===== config.mk =====
export PLATFORM = sky130hd
export DESIGN_NAME = thin_lens_image_chain
export DESIGN_NICKNAME = d
export VERILOG_FILES = /design/src/hdl/tlic_pkg.sv /design/src/hdl/thin_lens_image_chain.sv /design/src/hdl/tlic_ctrl.sv /design/src/hdl/tlic_dp.sv
export SDC_FILE = /design/constraint.sdc
export NUM_CORES = 2
export LEC_CHECK = 0
export BUFFER_PORTS_ARGS = -buffer_cell sky130_fd_sc_hd__buf_2
export CAP_MARGIN = 30
export CORE_MARGIN = 5
export CORE_UTILIZATION = 35
export CTS_CLUSTER_DIAMETER = 120
export DETAILED_ROUTE_END_ITERATION = 12
export SLEW_MARGIN = 20
export SYNTH_ARGS = -nofsm -noshare
export SYNTH_HDL_FRONTEND = slang
export SYNTH_SLANG_ARGS = --single-unit

===== constraint.sdc =====
create_clock -name clock -period 11.6 [get_ports clock]
set_input_delay 1.16 -clock clock [delete_from_list [all_inputs] [get_ports clock]]
set_output_delay 1.16 -clock clock [all_outputs]
set_load 0.02 [all_outputs]

===== src/hdl/tlic_pkg.sv =====
// package for the thin lens image chain
// operation codes, payload structs, controller state type, command and status groups
// no dependencies
package tlic_pkg;

   localparam int COORD_BITS_DEF = 16;
   localparam int FIELD_W        = 16;

   localparam logic OP_START = 1'b0;
   localparam logic OP_LENS  = 1'b1;

   typedef struct packed {
      logic                      operation;
      logic signed [FIELD_W-1:0] position;
      logic signed [FIELD_W-1:0] magnitude;
      logic                      final_item;
   } req_type;

   typedef struct packed {
      logic signed [FIELD_W-1:0] image_position;
      logic signed [FIELD_W-1:0] image_height;
      logic signed [FIELD_W-1:0] image_distance;
      logic                      image_formed;
      logic                      real_image;
      logic                      lens_applied;
      logic                      final_result;
   } rsp_type;

   typedef enum logic [3:0] {
      ST_IDLE,
      ST_EVAL,
      ST_DIV1_LOAD,
      ST_DIV1,
      ST_CLAMP,
      ST_MUL_LO,
      ST_MUL_HI,
      ST_SUM,
      ST_DIV2_LOAD,
      ST_DIV2,
      ST_FINISH,
      ST_RESULT
   } state_type;

   typedef struct packed {
      logic capture;
      logic start;
      logic degen;
      logic mul1;
      logic div_load1;
      logic div_step;
      logic clamp;
      logic mul_lo;
      logic mul_hi;
      logic sum;
      logic div_load2;
      logic finish;
      logic emit;
   } cmd_type;

   typedef struct packed {
      logic is_start;
      logic skip;
      logic degen;
      logic slot_free;
   } status_type;

endpackage


===== src/hdl/thin_lens_image_chain.sv =====
// thin lens image chain, top level
// a start, a skipped lens or a lens without image goes from capture through evaluation to
//   the result write; a lens that forms an image also takes the first divider pass, the
//   clamp, the multiplies, the sum, the second divider pass and the finish step; one item
//   is in flight; a waiting result in the result register does not block the next transfer
// reset: synchronous, clears the optical state to zero and empties the result register
module thin_lens_image_chain #(
   parameter int COORD_BITS = tlic_pkg::COORD_BITS_DEF
) (
   input  logic              clock,
   input  logic              reset,
   input  logic              req_valid,
   output logic              req_stall,
   input  tlic_pkg::req_type req_data,
   output logic              rsp_valid,
   input  logic              rsp_stall,
   output tlic_pkg::rsp_type rsp_data
);

   tlic_pkg::cmd_type    cmd;
   tlic_pkg::status_type status;

   tlic_ctrl #(
      .COORD_BITS (COORD_BITS)
   ) u_ctrl (
      .clock     (clock),
      .reset     (reset),
      .req_valid (req_valid),
      .req_stall (req_stall),
      .status    (status),
      .cmd       (cmd)
   );

   tlic_dp #(
      .COORD_BITS (COORD_BITS)
   ) u_dp (
      .clock     (clock),
      .reset     (reset),
      .req_data  (req_data),
      .cmd       (cmd),
      .status    (status),
      .rsp_valid (rsp_valid),
      .rsp_stall (rsp_stall),
      .rsp_data  (rsp_data)
   );

   // one item in flight at a time
   a_busy_after_transfer: assert property (@(posedge clock) disable iff (reset)
      (req_valid && !req_stall) |=> req_stall)
      else $error("transfer accepted while an item is in flight");

   // a result is never written over an unaccepted one
   a_emit_slot_free: assert property (@(posedge clock) disable iff (reset)
      cmd.emit |-> (!rsp_valid || !rsp_stall))
      else $error("result register overwritten");

   a_valid_from_emit: assert property (@(posedge clock) disable iff (reset)
      $rose(rsp_valid) |-> $past(cmd.emit))
      else $error("result valid without a result write");

   a_cmd_exclusive: assert property (@(posedge clock) disable iff (reset)
      $onehot0(cmd))
      else $error("datapath commands overlap");

endmodule


===== src/hdl/tlic_ctrl.sv =====
// controller for the thin lens image chain
// sequences the shared multiplier and radix-2 divider, counts divider steps
// depends on tlic_pkg
module tlic_ctrl #(
   parameter int COORD_BITS = tlic_pkg::COORD_BITS_DEF
) (
   input  logic                 clock,
   input  logic                 reset,
   input  logic                 req_valid,
   output logic                 req_stall,
   input  tlic_pkg::status_type status,
   output tlic_pkg::cmd_type    cmd
);

   localparam int CW = $clog2(2 * COORD_BITS);
   localparam logic [CW-1:0] N1 = CW'(2 * COORD_BITS - 1);
   localparam logic [CW-1:0] N2 = CW'(COORD_BITS - 1);

   tlic_pkg::state_type state_ff, state_in;
   logic [CW-1:0]       count_ff, count_in;
   logic                plain;

   assign plain = status.is_start || status.skip || status.degen;

   always_ff @(posedge clock) begin
      if (reset) begin
         state_ff <= tlic_pkg::ST_IDLE;
         count_ff <= '0;
      end else begin
         state_ff <= state_in;
         count_ff <= count_in;
      end
   end

   // next state
   always_comb begin
      state_in = state_ff;
      unique case (state_ff)
         tlic_pkg::ST_IDLE: begin
            if (req_valid) state_in = tlic_pkg::ST_EVAL;
         end
         tlic_pkg::ST_EVAL: begin
            state_in = plain ? tlic_pkg::ST_RESULT : tlic_pkg::ST_DIV1_LOAD;
         end
         tlic_pkg::ST_DIV1_LOAD: state_in = tlic_pkg::ST_DIV1;
         tlic_pkg::ST_DIV1: begin
            if (count_ff == '0) state_in = tlic_pkg::ST_CLAMP;
         end
         tlic_pkg::ST_CLAMP:     state_in = tlic_pkg::ST_MUL_LO;
         tlic_pkg::ST_MUL_LO:    state_in = tlic_pkg::ST_MUL_HI;
         tlic_pkg::ST_MUL_HI:    state_in = tlic_pkg::ST_SUM;
         tlic_pkg::ST_SUM:       state_in = tlic_pkg::ST_DIV2_LOAD;
         tlic_pkg::ST_DIV2_LOAD: state_in = tlic_pkg::ST_DIV2;
         tlic_pkg::ST_DIV2: begin
            if (count_ff == '0) state_in = tlic_pkg::ST_FINISH;
         end
         tlic_pkg::ST_FINISH:    state_in = tlic_pkg::ST_RESULT;
         tlic_pkg::ST_RESULT: begin
            if (status.slot_free) state_in = tlic_pkg::ST_IDLE;
         end
         default:                state_in = tlic_pkg::ST_IDLE;
      endcase
   end

   // step counter
   always_comb begin
      count_in = count_ff;
      unique case (state_ff)
         tlic_pkg::ST_DIV1_LOAD: count_in = N1;
         tlic_pkg::ST_DIV2_LOAD: count_in = N2;
         tlic_pkg::ST_DIV1,
         tlic_pkg::ST_DIV2:      count_in = count_ff - CW'(1);
         default:                count_in = count_ff;
      endcase
   end

   // outputs
   always_comb begin
      cmd       = '0;
      req_stall = 1'b1;
      unique case (state_ff)
         tlic_pkg::ST_IDLE: begin
            req_stall   = 1'b0;
            cmd.capture = req_valid;
         end
         tlic_pkg::ST_EVAL: begin
            cmd.start = status.is_start;
            cmd.degen = !status.is_start && !status.skip && status.degen;
            cmd.mul1  = !plain;
         end
         tlic_pkg::ST_DIV1_LOAD: cmd.div_load1 = 1'b1;
         tlic_pkg::ST_DIV1:      cmd.div_step  = 1'b1;
         tlic_pkg::ST_CLAMP:     cmd.clamp     = 1'b1;
         tlic_pkg::ST_MUL_LO:    cmd.mul_lo    = 1'b1;
         tlic_pkg::ST_MUL_HI:    cmd.mul_hi    = 1'b1;
         tlic_pkg::ST_SUM:       cmd.sum       = 1'b1;
         tlic_pkg::ST_DIV2_LOAD: cmd.div_load2 = 1'b1;
         tlic_pkg::ST_DIV2:      cmd.div_step  = 1'b1;
         tlic_pkg::ST_FINISH:    cmd.finish    = 1'b1;
         tlic_pkg::ST_RESULT:    cmd.emit      = status.slot_free;
         default:                cmd           = '0;
      endcase
   end

endmodule


===== src/hdl/tlic_dp.sv =====
// datapath for the thin lens image chain
// optical state, shared multiplier, radix-2 divider, saturation, result register
// depends on tlic_pkg
module tlic_dp #(
   parameter int COORD_BITS = tlic_pkg::COORD_BITS_DEF
) (
   input  logic                 clock,
   input  logic                 reset,
   input  tlic_pkg::req_type    req_data,
   input  tlic_pkg::cmd_type    cmd,
   output tlic_pkg::status_type status,
   output logic                 rsp_valid,
   input  logic                 rsp_stall,
   output tlic_pkg::rsp_type    rsp_data
);

   localparam int C     = COORD_BITS;
   localparam int FW    = tlic_pkg::FIELD_W;
   localparam int IW    = (C > FW) ? C : FW;
   localparam int DIM_W = (2 * C < 62 - C) ? 2 * C : 62 - C;
   localparam int SW    = ((DIM_W > C) ? DIM_W : C) + 2;
   localparam longint CMAX = (longint'(1) <<< (C - 1)) - longint'(1);
   localparam longint CMIN = -CMAX - longint'(1);
   localparam logic [63:0] LIM64 = (64'd1 << (62 - C)) - 64'd1;
   localparam logic signed [IW-1:0] IN_MAX = IW'(CMAX);
   localparam logic signed [IW-1:0] IN_MIN = IW'(CMIN);
   localparam logic signed [SW-1:0] S_MAX  = SW'(CMAX);
   localparam logic signed [SW-1:0] S_MIN  = SW'(CMIN);
   localparam logic [C-1:0] C_MAX = C'(CMAX);
   localparam logic [C-1:0] C_MIN = C'(CMIN);

   // optical state
   logic signed [C-1:0] cur_pos_ff, cur_h_ff, cur_d_ff, saved_ff;
   logic                formed_ff;

   // captured item
   logic                op_ff, fin_ff, applied_ff;
   logic signed [C-1:0] pos_ff, mag_ff;

   // working registers
   logic [C-1:0]     do_mag_ff;
   logic [C:0]       den_mag_ff;
   logic             do_neg_ff, di_neg_ff, ovf_ff;
   logic [2*C-1:0]   prod_ff;
   logic [3*C-1:0]   acc_ff;
   logic [DIM_W-1:0] dim_ff;
   logic [2*C-1:0]   num_ff, num_in;
   logic [C:0]       rem_ff, rem_in, dvs_ff;

   tlic_pkg::rsp_type rsp_ff;
   logic              rsp_valid_ff;

   // input saturation
   logic signed [IW-1:0] pos_ext, mag_ext_in;
   logic signed [C-1:0]  pos_sat, mag_sat;

   assign pos_ext    = IW'(req_data.position);
   assign mag_ext_in = IW'(req_data.magnitude);
   assign pos_sat = (pos_ext > IN_MAX) ? C_MAX :
                    (pos_ext < IN_MIN) ? C_MIN : pos_ext[C-1:0];
   assign mag_sat = (mag_ext_in > IN_MAX) ? C_MAX :
                    (mag_ext_in < IN_MIN) ? C_MIN : mag_ext_in[C-1:0];

   // object distance, denominator and magnitudes
   logic signed [C:0]   d_o, d_o_neg, mag_ext, mag_neg, h_ext, h_negv;
   logic signed [C+1:0] den, den_neg;
   logic [C-1:0]        do_mag, f_mag, h_mag;
   logic [C:0]          den_mag;

   assign d_o     = (C+1)'(pos_ff) - (C+1)'(cur_pos_ff);
   assign d_o_neg = -d_o;
   assign den     = (C+2)'(d_o) - (C+2)'(mag_ff);
   assign den_neg = -den;
   assign mag_ext = (C+1)'(mag_ff);
   assign mag_neg = -mag_ext;
   assign h_ext   = (C+1)'(cur_h_ff);
   assign h_negv  = -h_ext;
   assign do_mag  = d_o[C] ? d_o_neg[C-1:0] : d_o[C-1:0];
   assign f_mag   = mag_ext[C] ? mag_neg[C-1:0] : mag_ext[C-1:0];
   assign h_mag   = h_ext[C] ? h_negv[C-1:0] : h_ext[C-1:0];
   assign den_mag = den[C+1] ? den_neg[C:0] : den[C:0];

   assign status.is_start  = (op_ff == tlic_pkg::OP_START);
   assign status.skip      = (op_ff == tlic_pkg::OP_LENS) && (saved_ff > pos_ff);
   assign status.degen     = (d_o == '0) || (den == '0);
   assign status.slot_free = !rsp_valid_ff || !rsp_stall;

   // shared multiplier
   logic [2*C-1:0] dpad, mul_p;
   logic [C-1:0]   mul_a, mul_b;

   assign dpad  = (2*C)'(dim_ff);
   assign mul_a = cmd.mul1 ? do_mag : (cmd.mul_lo ? dpad[C-1:0] : dpad[2*C-1:C]);
   assign mul_b = cmd.mul1 ? f_mag : h_mag;
   assign mul_p = mul_a * mul_b;

   // restoring divider step
   logic [C+1:0] trial, diff;
   logic         ge;

   assign trial = {rem_ff, num_ff[2*C-1]};
   assign ge    = trial >= {1'b0, dvs_ff};
   assign diff  = trial - {1'b0, dvs_ff};

   always_comb begin
      num_in = num_ff;
      rem_in = rem_ff;
      if (cmd.div_load1) begin
         num_in = prod_ff;
         rem_in = '0;
      end else if (cmd.div_load2) begin
         num_in = {acc_ff[C-1:0], {C{1'b0}}};
         rem_in = acc_ff[2*C:C];
      end else if (cmd.div_step) begin
         num_in = {num_ff[2*C-2:0], ge};
         rem_in = ge ? diff[C:0] : trial[C:0];
      end
   end

   // clamp of the image distance
   logic over;
   assign over = 64'(num_ff) > LIM64;

   // final values
   logic signed [SW-1:0] di_u, di_s, pos_sum;
   logic signed [C-1:0]  pos_new, d_new, h_new;
   logic [C-1:0]         q2, q2_neg;
   logic                 big, hi_neg;

   assign di_u    = SW'(dim_ff);
   assign di_s    = di_neg_ff ? -di_u : di_u;
   assign pos_sum = SW'(pos_ff) + di_s;
   assign pos_new = (pos_sum > S_MAX) ? C_MAX :
                    (pos_sum < S_MIN) ? C_MIN : pos_sum[C-1:0];
   assign d_new   = (di_s > S_MAX) ? C_MAX :
                    (di_s < S_MIN) ? C_MIN : di_s[C-1:0];
   assign q2      = num_ff[C-1:0];
   assign q2_neg  = -q2;
   assign big     = ovf_ff || q2[C-1];
   assign hi_neg  = ~(di_neg_ff ^ cur_h_ff[C-1] ^ do_neg_ff);
   assign h_new   = hi_neg ? (big ? C_MIN : q2_neg) : (big ? C_MAX : q2);

   // state registers
   always_ff @(posedge clock) begin
      if (reset) begin
         cur_pos_ff <= '0;
         cur_h_ff   <= '0;
         cur_d_ff   <= '0;
         formed_ff  <= 1'b0;
         saved_ff   <= '0;
      end else if (cmd.start) begin
         cur_pos_ff <= pos_ff;
         cur_h_ff   <= mag_ff;
         cur_d_ff   <= '0;
         formed_ff  <= 1'b0;
         saved_ff   <= pos_ff;
      end else if (cmd.degen) begin
         formed_ff  <= 1'b0;
         saved_ff   <= cur_pos_ff;
      end else if (cmd.mul1) begin
         saved_ff   <= cur_pos_ff;
      end else if (cmd.finish) begin
         cur_pos_ff <= pos_new;
         cur_h_ff   <= h_new;
         cur_d_ff   <= d_new;
         formed_ff  <= 1'b1;
      end
   end

   // working registers
   always_ff @(posedge clock) begin
      if (cmd.capture) begin
         op_ff      <= req_data.operation;
         pos_ff     <= pos_sat;
         mag_ff     <= mag_sat;
         fin_ff     <= req_data.final_item;
         applied_ff <= 1'b0;
      end
      if (cmd.degen || cmd.mul1) begin
         applied_ff <= 1'b1;
      end
      if (cmd.mul1) begin
         do_mag_ff  <= do_mag;
         den_mag_ff <= den_mag;
         do_neg_ff  <= d_o[C];
         di_neg_ff  <= d_o[C] ^ mag_ff[C-1] ^ den[C+1];
      end
      if (cmd.mul1 || cmd.mul_lo || cmd.mul_hi) begin
         prod_ff <= mul_p;
      end
      if (cmd.mul_hi) begin
         acc_ff <= (3*C)'(prod_ff);
      end else if (cmd.sum) begin
         acc_ff <= acc_ff + {prod_ff, {C{1'b0}}};
      end
      if (cmd.clamp) begin
         dim_ff <= over ? DIM_W'(LIM64) : DIM_W'(num_ff);
      end
      if (cmd.div_load1) begin
         dvs_ff <= den_mag_ff;
      end else if (cmd.div_load2) begin
         dvs_ff <= {1'b0, do_mag_ff};
         ovf_ff <= acc_ff[3*C-1:C] >= (2*C)'(do_mag_ff);
      end
      num_ff <= num_in;
      rem_ff <= rem_in;
   end

   // result register
   logic signed [IW-1:0] pos_o, h_o, d_o_out;

   assign pos_o   = IW'(cur_pos_ff);
   assign h_o     = IW'(cur_h_ff);
   assign d_o_out = IW'(cur_d_ff);

   always_ff @(posedge clock) begin
      if (reset) begin
         rsp_valid_ff <= 1'b0;
      end else if (cmd.emit) begin
         rsp_valid_ff <= 1'b1;
      end else if (!rsp_stall) begin
         rsp_valid_ff <= 1'b0;
      end
   end

   always_ff @(posedge clock) begin
      if (cmd.emit) begin
         rsp_ff.image_position <= pos_o[FW-1:0];
         rsp_ff.image_height   <= h_o[FW-1:0];
         rsp_ff.image_distance <= d_o_out[FW-1:0];
         rsp_ff.image_formed   <= formed_ff;
         rsp_ff.real_image     <= formed_ff && !cur_d_ff[C-1] && (cur_d_ff != '0);
         rsp_ff.lens_applied   <= applied_ff;
         rsp_ff.final_result   <= fin_ff;
      end
   end

   assign rsp_valid = rsp_valid_ff;
   assign rsp_data  = rsp_ff;

endmodule

## Word-level counts from Yosys, hierarchy flattened

Cells that the tools add are included.

- Bits in writable memories: 0
- Output and inout port bits: 54
- Bits in latches: 0
- Bits in registers: 376
- Word-level logic and storage cells: 179
- Bits of input ports: 38
- Memories: 0
- ROM bits: 0

- Muxes and demuxes: 59
- Magnitude comparators: 11
- Shifts and indexed selects: 0
- Add/sub/neg operators: 12
- Multipliers: 1
- Div/mod/pow operators: 0
- Reductions and logical operators: 38
- Bitwise logic cells: 8
- Equal/unequal tests: 18

Operators with widths:

| operator | count |
|---|---|
| $mux 16 | 26 |
| $mux 32 | 5 |
| $mux 17 | 6 |
| $gt 34x16->1 const B | 2 |
| $lt 34x16->1 const B | 2 |
| $neg 16->16 | 4 |
| $add 48x48->48 | 1 |
| $pmux 4 s12 | 1 |
| $add 16x34->34 | 1 |
| $mux 34 | 1 |
| $neg 32->34 | 1 |
| $ge 32x16->1 | 1 |
| $gt 16x16->1 const B | 2 |
| $lt 16x16->1 const B | 2 |
| $mul 16x16->32 | 1 |
| $mux 4 | 5 |
| $ge 18x17->1 | 1 |
| $logic_not 18->1 | 1 |
| $sub 17x16->18 | 1 |
| $logic_not 17->1 | 1 |
| $neg 17->17 | 1 |
| $sub 16x16->17 | 1 |
| $sub 17x17->17 | 1 |
| $eq 4x3->1 const B | 4 |
| 25 further kinds | 75 |

## Logic depth before layout (Yosys ltp)

- Depth in word-level cells: 10
- Gate-level depth with buffers: 47
- Depth with buffers taken out: 44

## Modules after synthesis

From an unflattened synthesis, not the netlist that was laid out.

- Cell total of the unflattened synthesis: 3,470
- Area total of the unflattened synthesis: 31,915.6 um2

Modules (own cells, without submodules):

| module | instances | cells an instance | sequential area each (um2) | area each (um2) |
|---|---|---|---|---|
| tlic_dp | 1 | 3,383 | 10,019.6 | 31,247.5 |
| tlic_ctrl | 1 | 87 | 180.2 | 668.1 |

## Worst setup path before layout

OpenSTA, ideal clock, no wires.

- Path kind: register to register
- Start point: reg u_dp.pos_ff[0]
- End point: reg u_dp.prod_ff[25] (data pin)
- Arrival: 9,893 ps
- Required time: 11,342 ps
- Clock period less this slack: 10,151 ps
- Buffers on the path: 3
- Slack: 1,449 ps
- Cell stages (with the launch flop): 44
- Setup time: 258 ps
- Path through: edfxtp_1 > inv_1 > ha_1 > fa_1 > nor2b_1 > o31a_1 > o22a_1 > a21oi_2 > xnor2_1 > ha_1 > a21o_1 > nor3b_1 > a21oi_1 > xor2_1 > and4bb_2 > nand2_1 > nor4b_1 > a211o_1 > [... 8 more ...] > ha_1 > inv_1 > fa_1 > fa_1 > fa_1 > inv_1 > ha_1 > or3_1 > o21ai_0 > inv_1 > a311oi_1 > o211ai_1 > a41oi_1 > o21ai_0 > a211oi_1 > o21bai_1 > a21oi_1 > xnor2_1

- Longest elaborated chain between the ends: 9
- Elaborated cells on any way between the ends: 16
- Those cells by class: add/sub (3); mul (1); order compare (1); mux (4); reduce/logical (7)

Ends and longest elaborated chain:

| element | line | source |
|---|---|---|
| start, declared | tlic_dp.sv:38 | `logic signed [C-1:0] pos_ff, mag_ff;` |
| start signal, assigned | tlic_dp.sv:174 | `pos_ff <= pos_sat;` |
| $sub 16x16->17 | tlic_dp.sv:70 | `assign d_o = (C+1)'(pos_ff) - (C+1)'(cur_pos_ff);` |
| $sub 17x16->18 | tlic_dp.sv:72 | `assign den = (C+2)'(d_o) - (C+2)'(mag_ff);` |
| $logic_not 18->1 | tlic_dp.sv:85 | `assign status.degen = (d_o == '0) \|\| (den == '0);` |
| $logic_or 1x1->1 | tlic_dp.sv:85 |  |
| $logic_or 1x1->1 | tlic_ctrl.sv:23 | `assign plain = status.is_start \|\| status.skip \|\| status.degen;` |
| $logic_not 1->1 | tlic_ctrl.sv:89 | `cmd.mul1 = !plain;` |
| $mux 3 | tlic_ctrl.sv:81 | `unique case (state_ff)` |
| $mux 16 (on tied branches) | tlic_dp.sv:93, tlic_dp.sv:94 |  |
| $mul 16x16->32 * | tlic_dp.sv:95 | `assign mul_p = mul_a * mul_b;` |
| via u_dp.mul_p[25] | tlic_dp.sv:89 | `logic [2*C-1:0] dpad, mul_p;` |
| end signal, assigned | tlic_dp.sv:189 | `prod_ff <= mul_p;` |
| end, declared | tlic_dp.sv:44 | `logic [2*C-1:0] prod_ff;` |

The timed path passes the listed nets; every way through them passes the cells marked *.
A chain may end at the register's enable or synchronous reset.

## Final worst setup path

- Start point: reg u_dp.pos_ff[10]
- End point: reg u_dp.prod_ff[25] (data pin)

Same word-level chain as after synthesis.

==> reports/metrics.csv <==
stage,metric,value,unit
outcome,run status,finished clean,
clock_tree,number of buffers created by CTS,44,
yosys,summed instance area of the synthesized netlist,32080,um2
clock_tree,maximum clock path buffer count,3,
floorplanning,Total Die Area,97810,um2
route,number of iterations in the first detailed-routing pass,6,
layout,"Net count, final",4026,
global_routing,overall fraction of global-route tracks in use,0.1944,
timing,setup repair after global routing missed its margin,false,
yosys,most frequent cells after synthesis,"386 x sky130_fd_sc_hd__inv_1, 358 x sky130_fd_sc_hd__nand2_1, 271 x sky130_fd_sc_hd__nor2_1, 267 x sky130_fd_sc_hd__edfxtp_1, 258 x sky130_fd_sc_hd__ha_1",
placement,final HPWL from detailed placement,76910,um
yosys,dominant synthesized flop cell,sky130_fd_sc_hd__edfxtp_1,
timing,worst relative slew slack,0.3546,
layout,proportion of layout cells with a drive suffix above 1,0.09251,
layout,fillcell total,9139,
yosys,"count leader, synth",sky130_fd_sc_hd__inv_1,
timing,share of the clock period used by the worst path,0.9473,
yosys,share of the synthesized area in the top cell type,0.2499,
route,via/cell ratio,5.455,
global_routing,pin count of the biggest net entering global routing,66,
min_path,Hold WC Path Type,register to register,
timing,aggregate negative setup slack,0,ns
yosys,net count after synthesis,3972,
worst_setup_path,CP Launch Type,register,
layout,final antenna diode count,0,
clock_tree,clock edge transition at the registers on the reported setup and hold paths,0.06,ns
floorplanning,number of primary I/O pins,92,
global_routing,vias in the first global route,25039,
floorplanning,placeable core region,91390,um2
global_routing,total congestion overflow,0,
worst_setup_path,arrival time worst endpoint,11.33,ns
route,violation count after the first detailed-route iteration,2405,
placement,worst-case setup slack after placement,0.2250,ns
yosys,Yosys warning count,0,
route,total number of vias,25927,
worst_setup_path,maximum fanout count along the critical path,16,
floorplanning,Cell Rows,111,
floorplanning,Die Ht,312.7,um
clock_tree,CTS HTree Levels,2,
timing,fin crit period,10.99,ns
yosys,cell types occupying the most area after synthesis,"sky130_fd_sc_hd__edfxtp_1 25%, sky130_fd_sc_hd__fa_1 12%, sky130_fd_sc_hd__ha_1 10%",
worst_setup_path,combined buffer and inverter count along the critical path,6,
timing,final slew viol count,0,
placement,placer's final routability congestion estimate,0.9672,
placement,number of I/O port buffers,91,
route,antenna-violating nets left,0,
timing,final-report setup violation count,0,
worst_setup_path,cell seen most often among critical-path stages,sky130_fd_sc_hd__fa_1,
route,residual DRC count,0,
clock_tree,clock tree from TritonCTS,yes,
yosys,number of distinct library cell variants in the gate-level netlist after synthesis,94,
worst_setup_path,Crit. End Element,register,
route,average routed wire per standard cell,20.62,um
timing,transition time of the tightest slew-check pin,0.9411,ns
clock_tree,hold-fix buffer count after cts,0,
worst_setup_path,start-to-end type of the worst setup path,register to register,
yosys,cell taking the most area after synthesis,sky130_fd_sc_hd__edfxtp_1,
yosys,fraction of synthesis flops using an asynchronous set or reset pin,0,
clock_tree,root buffer cell,sky130_fd_sc_hd__clkbuf_16,
yosys,Synth Register Bits,376,
global_routing,initial antenna violation count,3,
global_routing,first-pass GRT wire length,149300,um
yosys,share of synthesized area occupied by flip-flops and latches,0.3180,
worst_setup_path,gate family responsible for the most delay along the worst path,compound AO/OA/AOI/OAI gates,
route,final wirelength,98000,um
yosys,mean post-synth cell area,9.226,um2
worst_setup_path,crit path max-delay cell type,sky130_fd_sc_hd__a2111oi_1,
layout,layout overhead on the synthesized area,11.34,%
yosys,Post-Syn Instances,3477,
worst_setup_path,slowest cell delay on critical path,0.67,ns
worst_setup_path,"Data required, critical path",11.94,ns
timing,post-route setup slack,0.6108,ns
timing,final worst clock skew,0.05570,ns
clock_tree,number of sinks handled by clock tree synthesis,376,
floorplanning,effective utilization at floorplan,0.3510,
clock_tree,clock latency reported for the late side of the worst-skew pair,0.62,ns
yosys,"EDFF count, synth",267,
floorplanning,horizontal die dimension,312.7,um
job,max cap viols,0,
timing,count of final hold-check violations,0,
timing,Max Freq,91.00,MHz
==> flip-flops by register name, summed over array words and instances, names as in the netlist, 4 cells and up <==
name / flops
u_dp.dim_ff: 32
u_dp.num_ff: 32
u_dp.den_mag_ff: 17
u_dp.cur_pos_ff: 16
u_dp.cur_h_ff: 16
u_dp.do_mag_ff: 16
u_dp.rsp_data: 52
u_ctrl.count_ff: 5
u_dp.rem_ff: 17
u_dp.saved_ff: 16
u_dp.prod_ff: 32
u_dp.mag_ff: 16
u_dp.cur_d_ff: 16
u_ctrl.state_ff: 4
u_dp.pos_ff: 16
u_dp.dvs_ff: 17
u_dp.acc_ff: 48
==> stage by stage <==
step,hold slack (ns),instance area (um2),utilization,instances
after floorplan,0.4003,32080,-,3477
after global placement,0.4006,33850,0.3704,4658
after detailed placement,0.4239,33910,0.3711,4663
after CTS,0.4406,35570,0.3892,4745
after global routing,0.4616,35720,0.3908,4753
final,0.4485,35720,0.3908,4753
==> path summary, 6_finish.rpt <==
path              startpoint                to  slack (ns)  depth (start not counted)
max          u_dp.pos_ff[10]  u_dp.prod_ff[25]        0.61                         38
min          u_dp.applied_ff  u_dp.rsp_data[1]        0.45                          0
max reg2reg  u_dp.pos_ff[10]  u_dp.prod_ff[25]        0.61                         38
min reg2reg  u_dp.applied_ff  u_dp.rsp_data[1]        0.45                          0
==> cell families after synthesis <==
logic type               after synthesis  share of synthesized area
buffers and inverters                547                    0.06693
multiplexers                          91                    0.03007
adder cells (fa/ha/maj)              457                     0.2248
AND/OR/NAND/NOR                     1018                     0.1494
flip-flops                           376                     0.3180
AO/OA/AOI/OAI                        787                     0.1557
XOR/XNOR                             201                    0.05511
==> worst register-to-register path: cells and delay by family, from the launching register on <==
kind                     cells  cell delay, ns
AO/OA/AOI/OAI               15            4.03
multiplexers                 2            0.50
adder cells (fa/ha/maj)      9            4.00
XOR/XNOR                     1            0.08
buffers and inverters        6            0.71
flip-flops                   1            0.53
AND/OR/NAND/NOR              5            0.88
==> routing by layer <==
metal  routed length (um)  track usage  up-vias
met4                 2860      0.05472        0
met2                46440       0.3263      858
met3                 6795      0.02453      160
li1                     -            -    12195
met1                41900       0.2657    12714
met5                    0            0        -
==> layout by cell type (no fill, tap or decap), drive strengths merged, types with 9 or more instances in the layout <==
cell type / n
a211o: 15
a211oi: 52
a21boi: 14
a21o: 49
a21oi: 234
a22o: 16
a22oi: 16
a31o: 9
a31oi: 24
and2: 49
and3: 11
buf: 164
bufinv: 11
clkbuf: 49
clkinv: 14
dfxtp: 109
edfxtp: 267
fa: 199
ha: 258
inv: 393
mux2: 28
mux2i: 63
nand2: 358
nand2b: 50
nand3: 46
nand4: 28
nor2: 271
nor2b: 46
nor3: 46
nor4: 24
o211ai: 22
o21a: 22
o21ai: 204
o21bai: 10
o31ai: 23
or2: 13
or3: 30
or4: 22
xnor2: 131
xor2: 70
==> area by class of cell <==
| class | instances | area [um2] | share of cell area |
|---|---|---|---|
| Multi-Input combinational cell | 2555 | 19870 | 0.5563 |
| Sequential cell | 376 | 10200 | 0.2856 |
| Tap cell | 1186 | 1484 | 0.04155 |
| Inverter | 390 | 1464 | 0.04099 |
| Clock buffer | 49 | 1130 | 0.03163 |
| Timing Repair Buffer | 164 | 1045 | 0.02925 |
| Clock inverter | 33 | 523.0 | 0.01464 |
==> timing repair <==
item | 4_1_cts | 5_1_grt
resized for setup | 0 | 13
setup endpoints to repair | 0 | 11
buffers inserted | 0 | 6
Power is left out: the tool's default activity adds up to more than one toggle a clock period on the data nets, which glitch-free logic cannot reach.
